File: src/cog_pkg.sv
`timescale 1ns / 1ps
// Package for the charset odometer generator: item types, command and status
// codes, and the character class tables. No dependencies.

package cog_pkg;

    localparam int DEFAULT_MAX_POSITIONS = 8;
    localparam int DEFAULT_SYMBOL_COUNT  = 24;

    localparam logic [1:0] CMD_ADVANCE  = 2'd0;
    localparam logic [1:0] CMD_LOAD_POS = 2'd1;
    localparam logic [1:0] CMD_LOAD_LEN = 2'd2;

    localparam logic [1:0] STATUS_OK        = 2'd0;
    localparam logic [1:0] STATUS_EXHAUSTED = 2'd1;
    localparam logic [1:0] STATUS_NO_CLASS  = 2'd2;
    localparam logic [1:0] STATUS_REJECTED  = 2'd3;

    localparam logic [1:0] CLASS_LOWER  = 2'd0;
    localparam logic [1:0] CLASS_UPPER  = 2'd1;
    localparam logic [1:0] CLASS_DIGIT  = 2'd2;
    localparam logic [1:0] CLASS_SYMBOL = 2'd3;

    localparam logic [2:0] NO_CLASS = 3'd4;
    localparam int RESULT_CAP = 8;

    localparam logic [7:0] SYMBOL_TABLE [32] = '{
        8'h7e, 8'h2d, 8'h3d, 8'h5f, 8'h24, 8'h25, 8'h2b, 8'h2e,
        8'h3b, 8'h3a, 8'h5b, 8'h28, 8'h7b, 8'h7d, 8'h29, 8'h5d,
        8'h3f, 8'h40, 8'h21, 8'h23, 8'h60, 8'h5e, 8'h2a, 8'h2c,
        8'h26, 8'h7c, 8'h00, 8'h00, 8'h00, 8'h00, 8'h00, 8'h00
    };

    typedef struct packed {
        logic [1:0] cmd;
        logic [2:0] position;
        logic       load_empty;
        logic [1:0] load_class;
        logic [4:0] load_offset;
        logic [3:0] load_length;
    } in_item_t;

    typedef struct packed {
        logic [1:0] status;
        logic [7:0] character;
        logic [1:0] char_class;
        logic [4:0] char_offset;
        logic [3:0] cur_length;
        logic       last;
    } out_item_t;

    typedef struct packed {
        logic       valid;
        logic [1:0] cls;
        logic [4:0] offset;
    } digit_t;

    typedef struct packed {
        logic       empty;
        logic [1:0] cls;
        logic [4:0] offset;
    } load_t;

    typedef struct packed {
        logic load;
        logic commit;
        logic abort;
    } cell_ctrl_t;

    function automatic logic [4:0] class_size(input logic [1:0] cls,
                                              input logic [4:0] sym_count);
        logic [4:0] size;
        case (cls)
            CLASS_LOWER:  size = 5'd26;
            CLASS_UPPER:  size = 5'd26;
            CLASS_DIGIT:  size = 5'd10;
            default:      size = sym_count;
        endcase
        return size;
    endfunction

    function automatic logic [7:0] char_of(input logic [1:0] cls,
                                           input logic [4:0] off,
                                           input logic [4:0] sym_count);
        logic [7:0] ch;
        ch = 8'd0;
        case (cls)
            CLASS_LOWER:  if (off < 5'd26) ch = 8'h61 + {3'd0, off};
            CLASS_UPPER:  if (off < 5'd26) ch = 8'h41 + {3'd0, off};
            CLASS_DIGIT:  if (off < 5'd10) ch = 8'h30 + {3'd0, off};
            default:      if (off < sym_count) ch = SYMBOL_TABLE[off];
        endcase
        return ch;
    endfunction

    function automatic logic [2:0] next_class(input logic [3:0] enable,
                                              input logic [1:0] cls);
        logic [2:0] found;
        found = NO_CLASS;
        for (int k = 3; k >= 0; k--) begin
            if (k > int'(cls) && enable[k]) begin
                found = 3'(k);
            end
        end
        return found;
    endfunction

    function automatic logic [1:0] lowest_class(input logic [3:0] enable);
        logic [2:0] nc;
        nc = next_class(enable, CLASS_LOWER);
        return enable[0] ? CLASS_LOWER : nc[1:0];
    endfunction

endpackage

File: src/charset_odometer_generator.sv
`timescale 1ns / 1ps
// Top level of the charset odometer generator: command decode, carry and
// emission sequencer, and the row of cog_cell positions. Depends on cog_pkg.
//
// Channel   Signals                        Direction  Handshake
// command   start, busy, item              in         start && !busy
// config    cfg_valid, cfg_ready, cfg_data in         cfg_valid && cfg_ready
// result    result_valid, result           out        strobe, one cycle
//
// A load or status item has its result registered; it appears the next cycle.
// An advance walks the carry token one cell per cycle up to the stopping
// position p, then n = min(length, 8) characters follow, one per cycle; if
// every position wraps, the advance ends with an exhausted result instead.
// Reset clears every position to empty, the length, the exhausted flag and
// the class enables. Results cannot be held off by the receiver.

module charset_odometer_generator
    import cog_pkg::*;
#(
    parameter int MAX_POSITIONS = DEFAULT_MAX_POSITIONS,
    parameter int SYMBOL_COUNT  = DEFAULT_SYMBOL_COUNT
)
(
    input  logic       clk,
    input  logic       rst_n,
    input  logic       start,
    output logic       busy,
    input  in_item_t   item,
    input  logic       cfg_valid,
    output logic       cfg_ready,
    input  logic [3:0] cfg_data,
    output logic       result_valid,
    output out_item_t  result
);

    localparam int PW = (MAX_POSITIONS > 1) ? $clog2(MAX_POSITIONS) : 1;
    localparam int LW = $clog2(MAX_POSITIONS + 1);

    typedef enum logic [1:0] {
        ST_IDLE,
        ST_CARRY,
        ST_EMIT
    } state_t;

    state_t         state_reg, state_next;
    logic [3:0]     class_enable_reg, class_enable_next;
    logic [LW-1:0]  length_reg, length_next;
    logic           exhausted_reg, exhausted_next;
    logic [PW-1:0]  pos_cnt_reg, pos_cnt_next;
    logic [PW-1:0]  idx_reg, idx_next;
    logic [2:0]     left_reg, left_next;
    out_item_t      result_reg, result_next;
    logic           result_valid_reg, result_valid_next;

    logic           accept;
    logic           launch;
    logic           load_go;
    logic           bad_pos;
    logic           any_stop;
    logic           exhaust;
    logic [1:0]     lowest;
    logic [LW-1:0]  p1;
    digit_t         rd;
    load_t          load_data;
    logic           commit;
    logic           abort;

    logic              tok_chain [MAX_POSITIONS+1];
    logic [MAX_POSITIONS-1:0] stop_vec;
    digit_t            cell_digit [MAX_POSITIONS];
    cell_ctrl_t        cell_ctrl [MAX_POSITIONS];

    function automatic logic [3:0] len_sat(input logic [LW-1:0] len);
        logic [31:0] wide;
        wide = 32'(len);
        return (wide > 32'd15) ? 4'd15 : wide[3:0];
    endfunction

    assign busy      = (state_reg != ST_IDLE);
    assign cfg_ready = 1'b1;
    assign accept    = start && !busy;
    assign lowest    = lowest_class(class_enable_reg);
    assign launch    = accept && (item.cmd == CMD_ADVANCE) &&
                       (class_enable_reg != 4'd0) && !exhausted_reg;
    assign bad_pos   = (32'(item.position) >= MAX_POSITIONS) ||
                       (!item.load_empty &&
                        item.load_offset >= class_size(item.load_class,
                                                       5'(SYMBOL_COUNT)));
    assign load_go   = accept && (item.cmd == CMD_LOAD_POS) && !bad_pos;
    assign any_stop  = |stop_vec;
    assign exhaust   = tok_chain[MAX_POSITIONS];
    assign commit    = (state_reg == ST_CARRY) && any_stop;
    assign abort     = (state_reg == ST_CARRY) && exhaust;
    assign p1        = LW'(pos_cnt_reg) + LW'(1);
    assign rd        = cell_digit[idx_reg];

    assign load_data.empty  = item.load_empty;
    assign load_data.cls    = item.load_class;
    assign load_data.offset = item.load_offset;

    assign tok_chain[0] = launch;

    always_comb
    begin
        for (int i = 0; i < MAX_POSITIONS; i++) begin
            cell_ctrl[i].load   = load_go && (32'(item.position) == i);
            cell_ctrl[i].commit = commit;
            cell_ctrl[i].abort  = abort;
        end
    end

    for (genvar g = 0; g < MAX_POSITIONS; g++) begin : g_cell
        cog_cell #(
            .SYMBOL_COUNT(SYMBOL_COUNT)
        ) u_cell (
            .clk         (clk),
            .rst_n       (rst_n),
            .class_enable(class_enable_reg),
            .lowest      (lowest),
            .ctrl        (cell_ctrl[g]),
            .load_data   (load_data),
            .tok_in      (tok_chain[g]),
            .tok_out     (tok_chain[g+1]),
            .stop        (stop_vec[g]),
            .digit       (cell_digit[g])
        );
    end

    always_comb
    begin
        state_next        = state_reg;
        class_enable_next = class_enable_reg;
        length_next       = length_reg;
        exhausted_next    = exhausted_reg;
        pos_cnt_next      = pos_cnt_reg;
        idx_next          = idx_reg;
        left_next         = left_reg;
        result_next       = result_reg;
        result_valid_next = 1'b0;

        if (cfg_valid && cfg_ready) begin
            class_enable_next = cfg_data;
        end

        case (state_reg)
            ST_IDLE:
            begin
                if (accept) begin
                    result_valid_next       = 1'b1;
                    result_next.status      = STATUS_OK;
                    result_next.character   = 8'd0;
                    result_next.char_class  = CLASS_LOWER;
                    result_next.char_offset = 5'd0;
                    result_next.cur_length  = len_sat(length_reg);
                    result_next.last        = 1'b1;
                    case (item.cmd)
                        CMD_ADVANCE:
                        begin
                            if (class_enable_reg == 4'd0) begin
                                result_next.status = STATUS_NO_CLASS;
                            end else if (exhausted_reg) begin
                                result_next.status = STATUS_EXHAUSTED;
                            end else begin
                                result_valid_next = 1'b0;
                                pos_cnt_next      = '0;
                                state_next        = ST_CARRY;
                            end
                        end
                        CMD_LOAD_POS:
                        begin
                            if (bad_pos) begin
                                result_next.status = STATUS_REJECTED;
                            end
                        end
                        CMD_LOAD_LEN:
                        begin
                            if (32'(item.load_length) > MAX_POSITIONS) begin
                                result_next.status = STATUS_REJECTED;
                            end else begin
                                length_next            = LW'(item.load_length);
                                result_next.cur_length = len_sat(LW'(item.load_length));
                            end
                        end
                        default:
                        begin
                            result_next.status = STATUS_REJECTED;
                        end
                    endcase
                end
            end
            ST_CARRY:
            begin
                if (any_stop) begin
                    if (p1 > length_reg) begin
                        length_next = p1;
                    end
                    idx_next   = PW'(length_next - LW'(1));
                    left_next  = (32'(length_next) > RESULT_CAP) ?
                                 3'(RESULT_CAP - 1) : 3'(32'(length_next) - 32'd1);
                    state_next = ST_EMIT;
                end else if (exhaust) begin
                    exhausted_next          = 1'b1;
                    result_valid_next       = 1'b1;
                    result_next.status      = STATUS_EXHAUSTED;
                    result_next.character   = 8'd0;
                    result_next.char_class  = CLASS_LOWER;
                    result_next.char_offset = 5'd0;
                    result_next.cur_length  = len_sat(length_reg);
                    result_next.last        = 1'b1;
                    state_next              = ST_IDLE;
                end else begin
                    pos_cnt_next = pos_cnt_reg + PW'(1);
                end
            end
            ST_EMIT:
            begin
                result_valid_next       = 1'b1;
                result_next.status      = STATUS_OK;
                result_next.character   = rd.valid ?
                                          char_of(rd.cls, rd.offset, 5'(SYMBOL_COUNT)) : 8'd0;
                result_next.char_class  = rd.valid ? rd.cls : CLASS_LOWER;
                result_next.char_offset = rd.valid ? rd.offset : 5'd0;
                result_next.cur_length  = len_sat(length_reg);
                result_next.last        = (left_reg == 3'd0);
                idx_next                = idx_reg - PW'(1);
                left_next               = left_reg - 3'd1;
                if (left_reg == 3'd0) begin
                    state_next = ST_IDLE;
                end
            end
            default:
            begin
                state_next = ST_IDLE;
            end
        endcase
    end

    always_ff @(posedge clk or negedge rst_n)
    begin
        if (!rst_n) begin
            state_reg        <= ST_IDLE;
            class_enable_reg <= 4'd0;
            length_reg       <= '0;
            exhausted_reg    <= 1'b0;
            pos_cnt_reg      <= '0;
            idx_reg          <= '0;
            left_reg         <= 3'd0;
            result_reg       <= '0;
            result_valid_reg <= 1'b0;
        end else begin
            state_reg        <= state_next;
            class_enable_reg <= class_enable_next;
            length_reg       <= length_next;
            exhausted_reg    <= exhausted_next;
            pos_cnt_reg      <= pos_cnt_next;
            idx_reg          <= idx_next;
            left_reg         <= left_next;
            result_reg       <= result_next;
            result_valid_reg <= result_valid_next;
        end
    end

    assign result_valid = result_valid_reg;
    assign result       = result_reg;

    // The carry token only lives while the sequencer walks it.
    a_token_in_carry: assert property (@(posedge clk) disable iff (!rst_n)
        (state_reg != ST_CARRY) |-> (!any_stop && !exhaust))
        else $error("carry token outside carry walk");

    a_single_stop: assert property (@(posedge clk) disable iff (!rst_n)
        $onehot0(stop_vec))
        else $error("more than one position stopped the carry");

    a_length_range: assert property (@(posedge clk) disable iff (!rst_n)
        32'(length_reg) <= MAX_POSITIONS)
        else $error("length beyond the number of positions");

    a_exhausted_sticks: assert property (@(posedge clk) disable iff (!rst_n)
        exhausted_reg |=> exhausted_reg)
        else $error("exhausted flag cleared without reset");

endmodule

File: src/cog_cell.sv
`timescale 1ns / 1ps
// One odometer position: holds its class and offset and passes the carry
// token to the next position. Depends on cog_pkg.

module cog_cell
    import cog_pkg::*;
#(
    parameter int SYMBOL_COUNT = DEFAULT_SYMBOL_COUNT
)
(
    input  logic       clk,
    input  logic       rst_n,
    input  logic [3:0] class_enable,
    input  logic [1:0] lowest,
    input  cell_ctrl_t ctrl,
    input  load_t      load_data,
    input  logic       tok_in,
    output logic       tok_out,
    output logic       stop,
    output digit_t     digit
);

    digit_t     digit_reg, digit_next;
    logic       tok_reg;
    logic       passed_reg, passed_next;
    logic [4:0] size;
    logic [2:0] nc;
    logic       step_in;
    logic       wrap;

    always_comb
    begin
        size    = class_size(digit_reg.cls, 5'(SYMBOL_COUNT));
        nc      = next_class(class_enable, digit_reg.cls);
        step_in = class_enable[digit_reg.cls] &&
                  (({1'b0, digit_reg.offset} + 6'd1) < {1'b0, size});
        wrap    = digit_reg.valid && !step_in && (nc == NO_CLASS);
        tok_out = tok_reg && wrap;
        stop    = tok_reg && !wrap;
    end

    always_comb
    begin
        digit_next  = digit_reg;
        passed_next = passed_reg;
        if (ctrl.load) begin
            digit_next.valid  = !load_data.empty;
            digit_next.cls    = load_data.empty ? CLASS_LOWER : load_data.cls;
            digit_next.offset = load_data.empty ? 5'd0 : load_data.offset;
        end else if (stop) begin
            if (!digit_reg.valid) begin
                digit_next.valid  = 1'b1;
                digit_next.cls    = lowest;
                digit_next.offset = 5'd0;
            end else if (step_in) begin
                digit_next.offset = digit_reg.offset + 5'd1;
            end else begin
                digit_next.cls    = nc[1:0];
                digit_next.offset = 5'd0;
            end
        end else if (ctrl.commit && passed_reg) begin
            digit_next.cls    = lowest;
            digit_next.offset = 5'd0;
        end
        if (tok_out) begin
            passed_next = 1'b1;
        end else if (ctrl.commit || ctrl.abort) begin
            passed_next = 1'b0;
        end
    end

    always_ff @(posedge clk or negedge rst_n)
    begin
        if (!rst_n) begin
            digit_reg  <= '0;
            tok_reg    <= 1'b0;
            passed_reg <= 1'b0;
        end else begin
            digit_reg  <= digit_next;
            tok_reg    <= tok_in;
            passed_reg <= passed_next;
        end
    end

    assign digit = digit_reg;

endmodule
File: config.mk
export PLATFORM = sky130hd
export DESIGN_NAME = charset_odometer_generator
export DESIGN_NICKNAME = d
export VERILOG_FILES = /design/src/cog_pkg.sv /design/src/charset_odometer_generator.sv /design/src/cog_cell.sv
export SDC_FILE = /design/constraint.sdc
export NUM_CORES = 1
export LEC_CHECK = 0
export ABC_CLOCK_PERIOD_IN_PS = 3000
export BUFFER_PORTS_ARGS = -buffer_cell sky130_fd_sc_hd__clkbuf_2
export CELL_PAD_IN_SITES_DETAIL_PLACEMENT = 2
export CELL_PAD_IN_SITES_GLOBAL_PLACEMENT = 2
export CORE_UTILIZATION = 35
export CTS_CLUSTER_SIZE = 14
export DETAILED_ROUTE_END_ITERATION = 7
export PLACE_DENSITY_LB_ADDON = 0.1
export REMOVE_ABC_BUFFERS = 1
export SLEW_MARGIN = 20
export SYNTH_ARGS = -nofsm -noshare
export SYNTH_HDL_FRONTEND = slang
export SYNTH_SLANG_ARGS = --single-unit
File: constraint.sdc
create_clock -name clk -period 3 [get_ports clk]
set_input_delay 0.45 -clock clk [delete_from_list [all_inputs] [get_ports clk]]
set_output_delay 0.45 -clock clk [all_outputs]
set_load 0.01 [all_outputs]
==> qor.csv <==
stage;metric;value;unit
finish;finalNonFillerCells;1568;
place;dpl.hpwl;29.9;mm
worst_setup_path;reg2reg_from;g_cell[7].u_cell.digit[1]$_DFFE_PN0P_;
clock_network;h-tree-depth;4;
synthesis;synth_edf_count;0;
routing;ant_nets;0;
place;place_inst;1514;
routing;wire_per_inst;27.0;um
clock_network;cts_tree;built;
worst_setup_path;crit_path_start_kind;flip-flop;
finish;layout_common_cells;buf_4 (191), dfrtp_1 (122), nand2_1 (84);
power_and_ir_drop;peakVddDrop;0.477;mV
routing;drt-total-wl;42.4;mm
flow_run;max_cap_violations;0;
die;die_y;164;um
status;violations;negative setup slack;
die;die_w;164;um
synthesis;syn_inst;1007;
global_route;grt_pass1_wl;62.8;mm
power_and_ir_drop;leakagePower;5.92;nW
power_and_ir_drop;p_per_area;853;nW/um^2
finish;final_common_cell;buf_4;
die;rows;58;
synthesis;synth-seq-cells;123;
die;start_util;0.361;
finish;drive_above_1_share;0.353;
timing;hold_violations;0;
global_route;grt_start_max_net_pins;56;
routing;top_layer_used;met4;
worst_setup_path;worst_ep_required_time;3.32;ns
status;outcome;complete, but fails checks;
min_path;hp-start;cfg_data[1];
timing;setup_viol;28;
routing;detailroute.wirelength.met2;21.5;mm
timing;relSlewSlack;0.410;
worst_setup_path;critPathLaunch;g_cell[7].u_cell.digit[1]$_DFFE_PN0P_;
routing;dr.first_iter.drc_count;647;
finish;nets;1288;
synthesis;syn_area;9170;um^2
routing;wl_met1;17.1;mm
synthesis;syn_area_per_cell;9.10;um^2
synthesis;ys.flop_type;dfrtp_1;
clock_network;cts.reportedPaths.clkPinSlew;0.07;ns
clock_network;cts_buffer_depth;2;
place;port_buffers;48;
finish;num_antenna_cells;0;
timing;worst_slack;-0.159;ns
global_route;grt_antenna_before_repair;0;
timing;period_share;1.05;
clock_network;cts.sinks;123;
routing;viasPerCell;6.13;
timing;fin_skew;0.0114;ns
routing;drc;0;
die;die_area;26800;um^2
timing;max_freq;317;MHz
global_route;grt_pass1_vias;10379;
worst_setup_path;r2r_slack;-0.16;ns
synthesis;synthArstFlopShare;1.00;
synthesis;yosysUniqueCellTypes;66;
worst_setup_path;critPathCaptureType;flip-flop;
die;ioPinCount;50;
routing;wl_met3;2.04;mm
global_route;overflow;0;
global_route;track_usage;0.315;
worst_setup_path;crit_arrival;3.48;ns
clock_network;root_buffer;clkbuf_16;
routing;via_count;9609;
synthesis;ys_seq_area_frac;0.336;
worst_setup_path;crit_fanout;6;
routing;detail_route.first_pass.iterations;6;
timing;period_needed;3.16;ns
finish;largest_reg_flops;64;
synthesis;ys.warnings.count;0;
timing;fin_setup_tns;-2.93;ns
clock_network;insertion_delay;0.44;ns
timing;worst_pin_slew;0.884;ns
min_path;min_path_type;in2reg;
clock_network;cts_inserted_buffers;17;
timing;rsz0062_at_grt;yes;
power_and_ir_drop;power;10.6;mW
die;core_area;25400;um^2
place;gp_congestion;0.905;
timing;maxSlewViolCount;0;
worst_setup_path;worstSetupPathType;reg2reg;
finish;areaGrowthSynthToFinish;35.8;%
[critical path, cell delays in order, from the launching register on]
cell and delay [ns]:
dfrtp_1 0.39, ha_2 0.22, nand3_2 0.10, xnor2_2 0.17, ha_1 0.31, inv_1 0.04
o311a_1 0.32, buf_4 0.17, nor2_4 0.12, and2_4 0.18, nand3_4 0.09, a221o_4 0.45
buf_12 0.18, mux2_4 0.31
[per-layer routing]
layer,GRT usage,vias to the layer above
li1,-,4187
met5,0,-
met3,0.0525,109
met1,0.370,4981
met2,0.559,332
met4,0.141,0
[report_power, final]
| group | internal, mW | switching (mW) | leakage (nW) |
|---|---|---|---|
| Clock | 1.34 | 0.841 | 0.293 |
| Combinational | 2.80 | 3.22 | 4.02 |
| Sequential | 2.02 | 0.403 | 1.61 |
| Total | 6.16 | 4.46 | 5.92 |
[cell usage after synthesis (23+ instances only)]
library cell / number / share of area
a21o_1: 27 / 0.022
a21oi_1: 53 / 0.029
a221o_1: 23 / 0.025
a31oi_1: 23 / 0.016
clkbuf_1: 28 / 0.011
dfrtp_1: 123 / 0.34
ha_1: 37 / 0.051
inv_1: 58 / 0.024
mux2i_1: 36 / 0.039
mux4_2: 24 / 0.059
nand2_1: 85 / 0.035
nand3_1: 34 / 0.019
nor2_1: 75 / 0.031
nor2b_1: 23 / 0.016
o21ai_0: 61 / 0.033
[cell type report]
| class | count | area [um^2] |
|---|---|---|
| inverters | 58 | 218 |
| well taps | 330 | 413 |
| repair buffers | 256 | 2000 |
| fillers | 2714 | 12900 |
| clock inverters | 9 | 120 |
| multi-input cells | 770 | 6150 |
| clock buffers | 22 | 464 |
| flip-flops and latches | 123 | 3080 |
[cell families after synthesis]
| family | share of synthesized area |
|---|---|
| xor gates and xnor gates | 0.0268 |
| AOI/OAI and AO/OA | 0.223 |
| muxes | 0.147 |
| DFF | 0.336 |
| other | 0.000409 |
| and+or+nand+nor | 0.164 |
| adders and majority gates | 0.0505 |
| buffers and inverters | 0.0520 |
[timing repair]
item                       CTS  global route
hold endpoints to repair    37             0
gates resized for setup     56            76
gates cloned                 3             1
pin swaps                   29            36
hold buffers                 1             0
setup endpoints to repair   96            98
buffers inserted            11             9
[worst paths after layout]
kind                                                           endpoint  cells after the start
worst max-delay path                              result[8]$_DFFE_PN0P_                     13
worst min-delay path                    class_enable_reg[1]$_DFFE_PN0P_                      3
worst max register to register                    result[8]$_DFFE_PN0P_                     13
worst min register to register  g_cell[5].u_cell.passed_reg$_DFFE_PN0P_                      1
max in group asynchronous         g_cell[1].u_cell.digit[3]$_DFFE_PN0P_                      3
min in group asynchronous                        result[18]$_DFFE_PN0P_                      2
[through the flow]
step / setup slack, ns / utilization / cell area, um^2 / hold slack, ns
6_report: -0.159 / 0.490 / 12500 / 0.228
5_1_grt: -0.201 / 0.490 / 12500 / 0.242
4_1_cts: -0.0866 / 0.473 / 12000 / 0.235
3_5_place_dp: -0.214 / 0.435 / 11000 / 0.389
3_3_place_gp: -0.0953 / 0.435 / 11000 / 0.383
2_1_floorplan: -0.481 / - / 8910 / 0.154
Note: power is estimated with default switching activity, not from simulation.
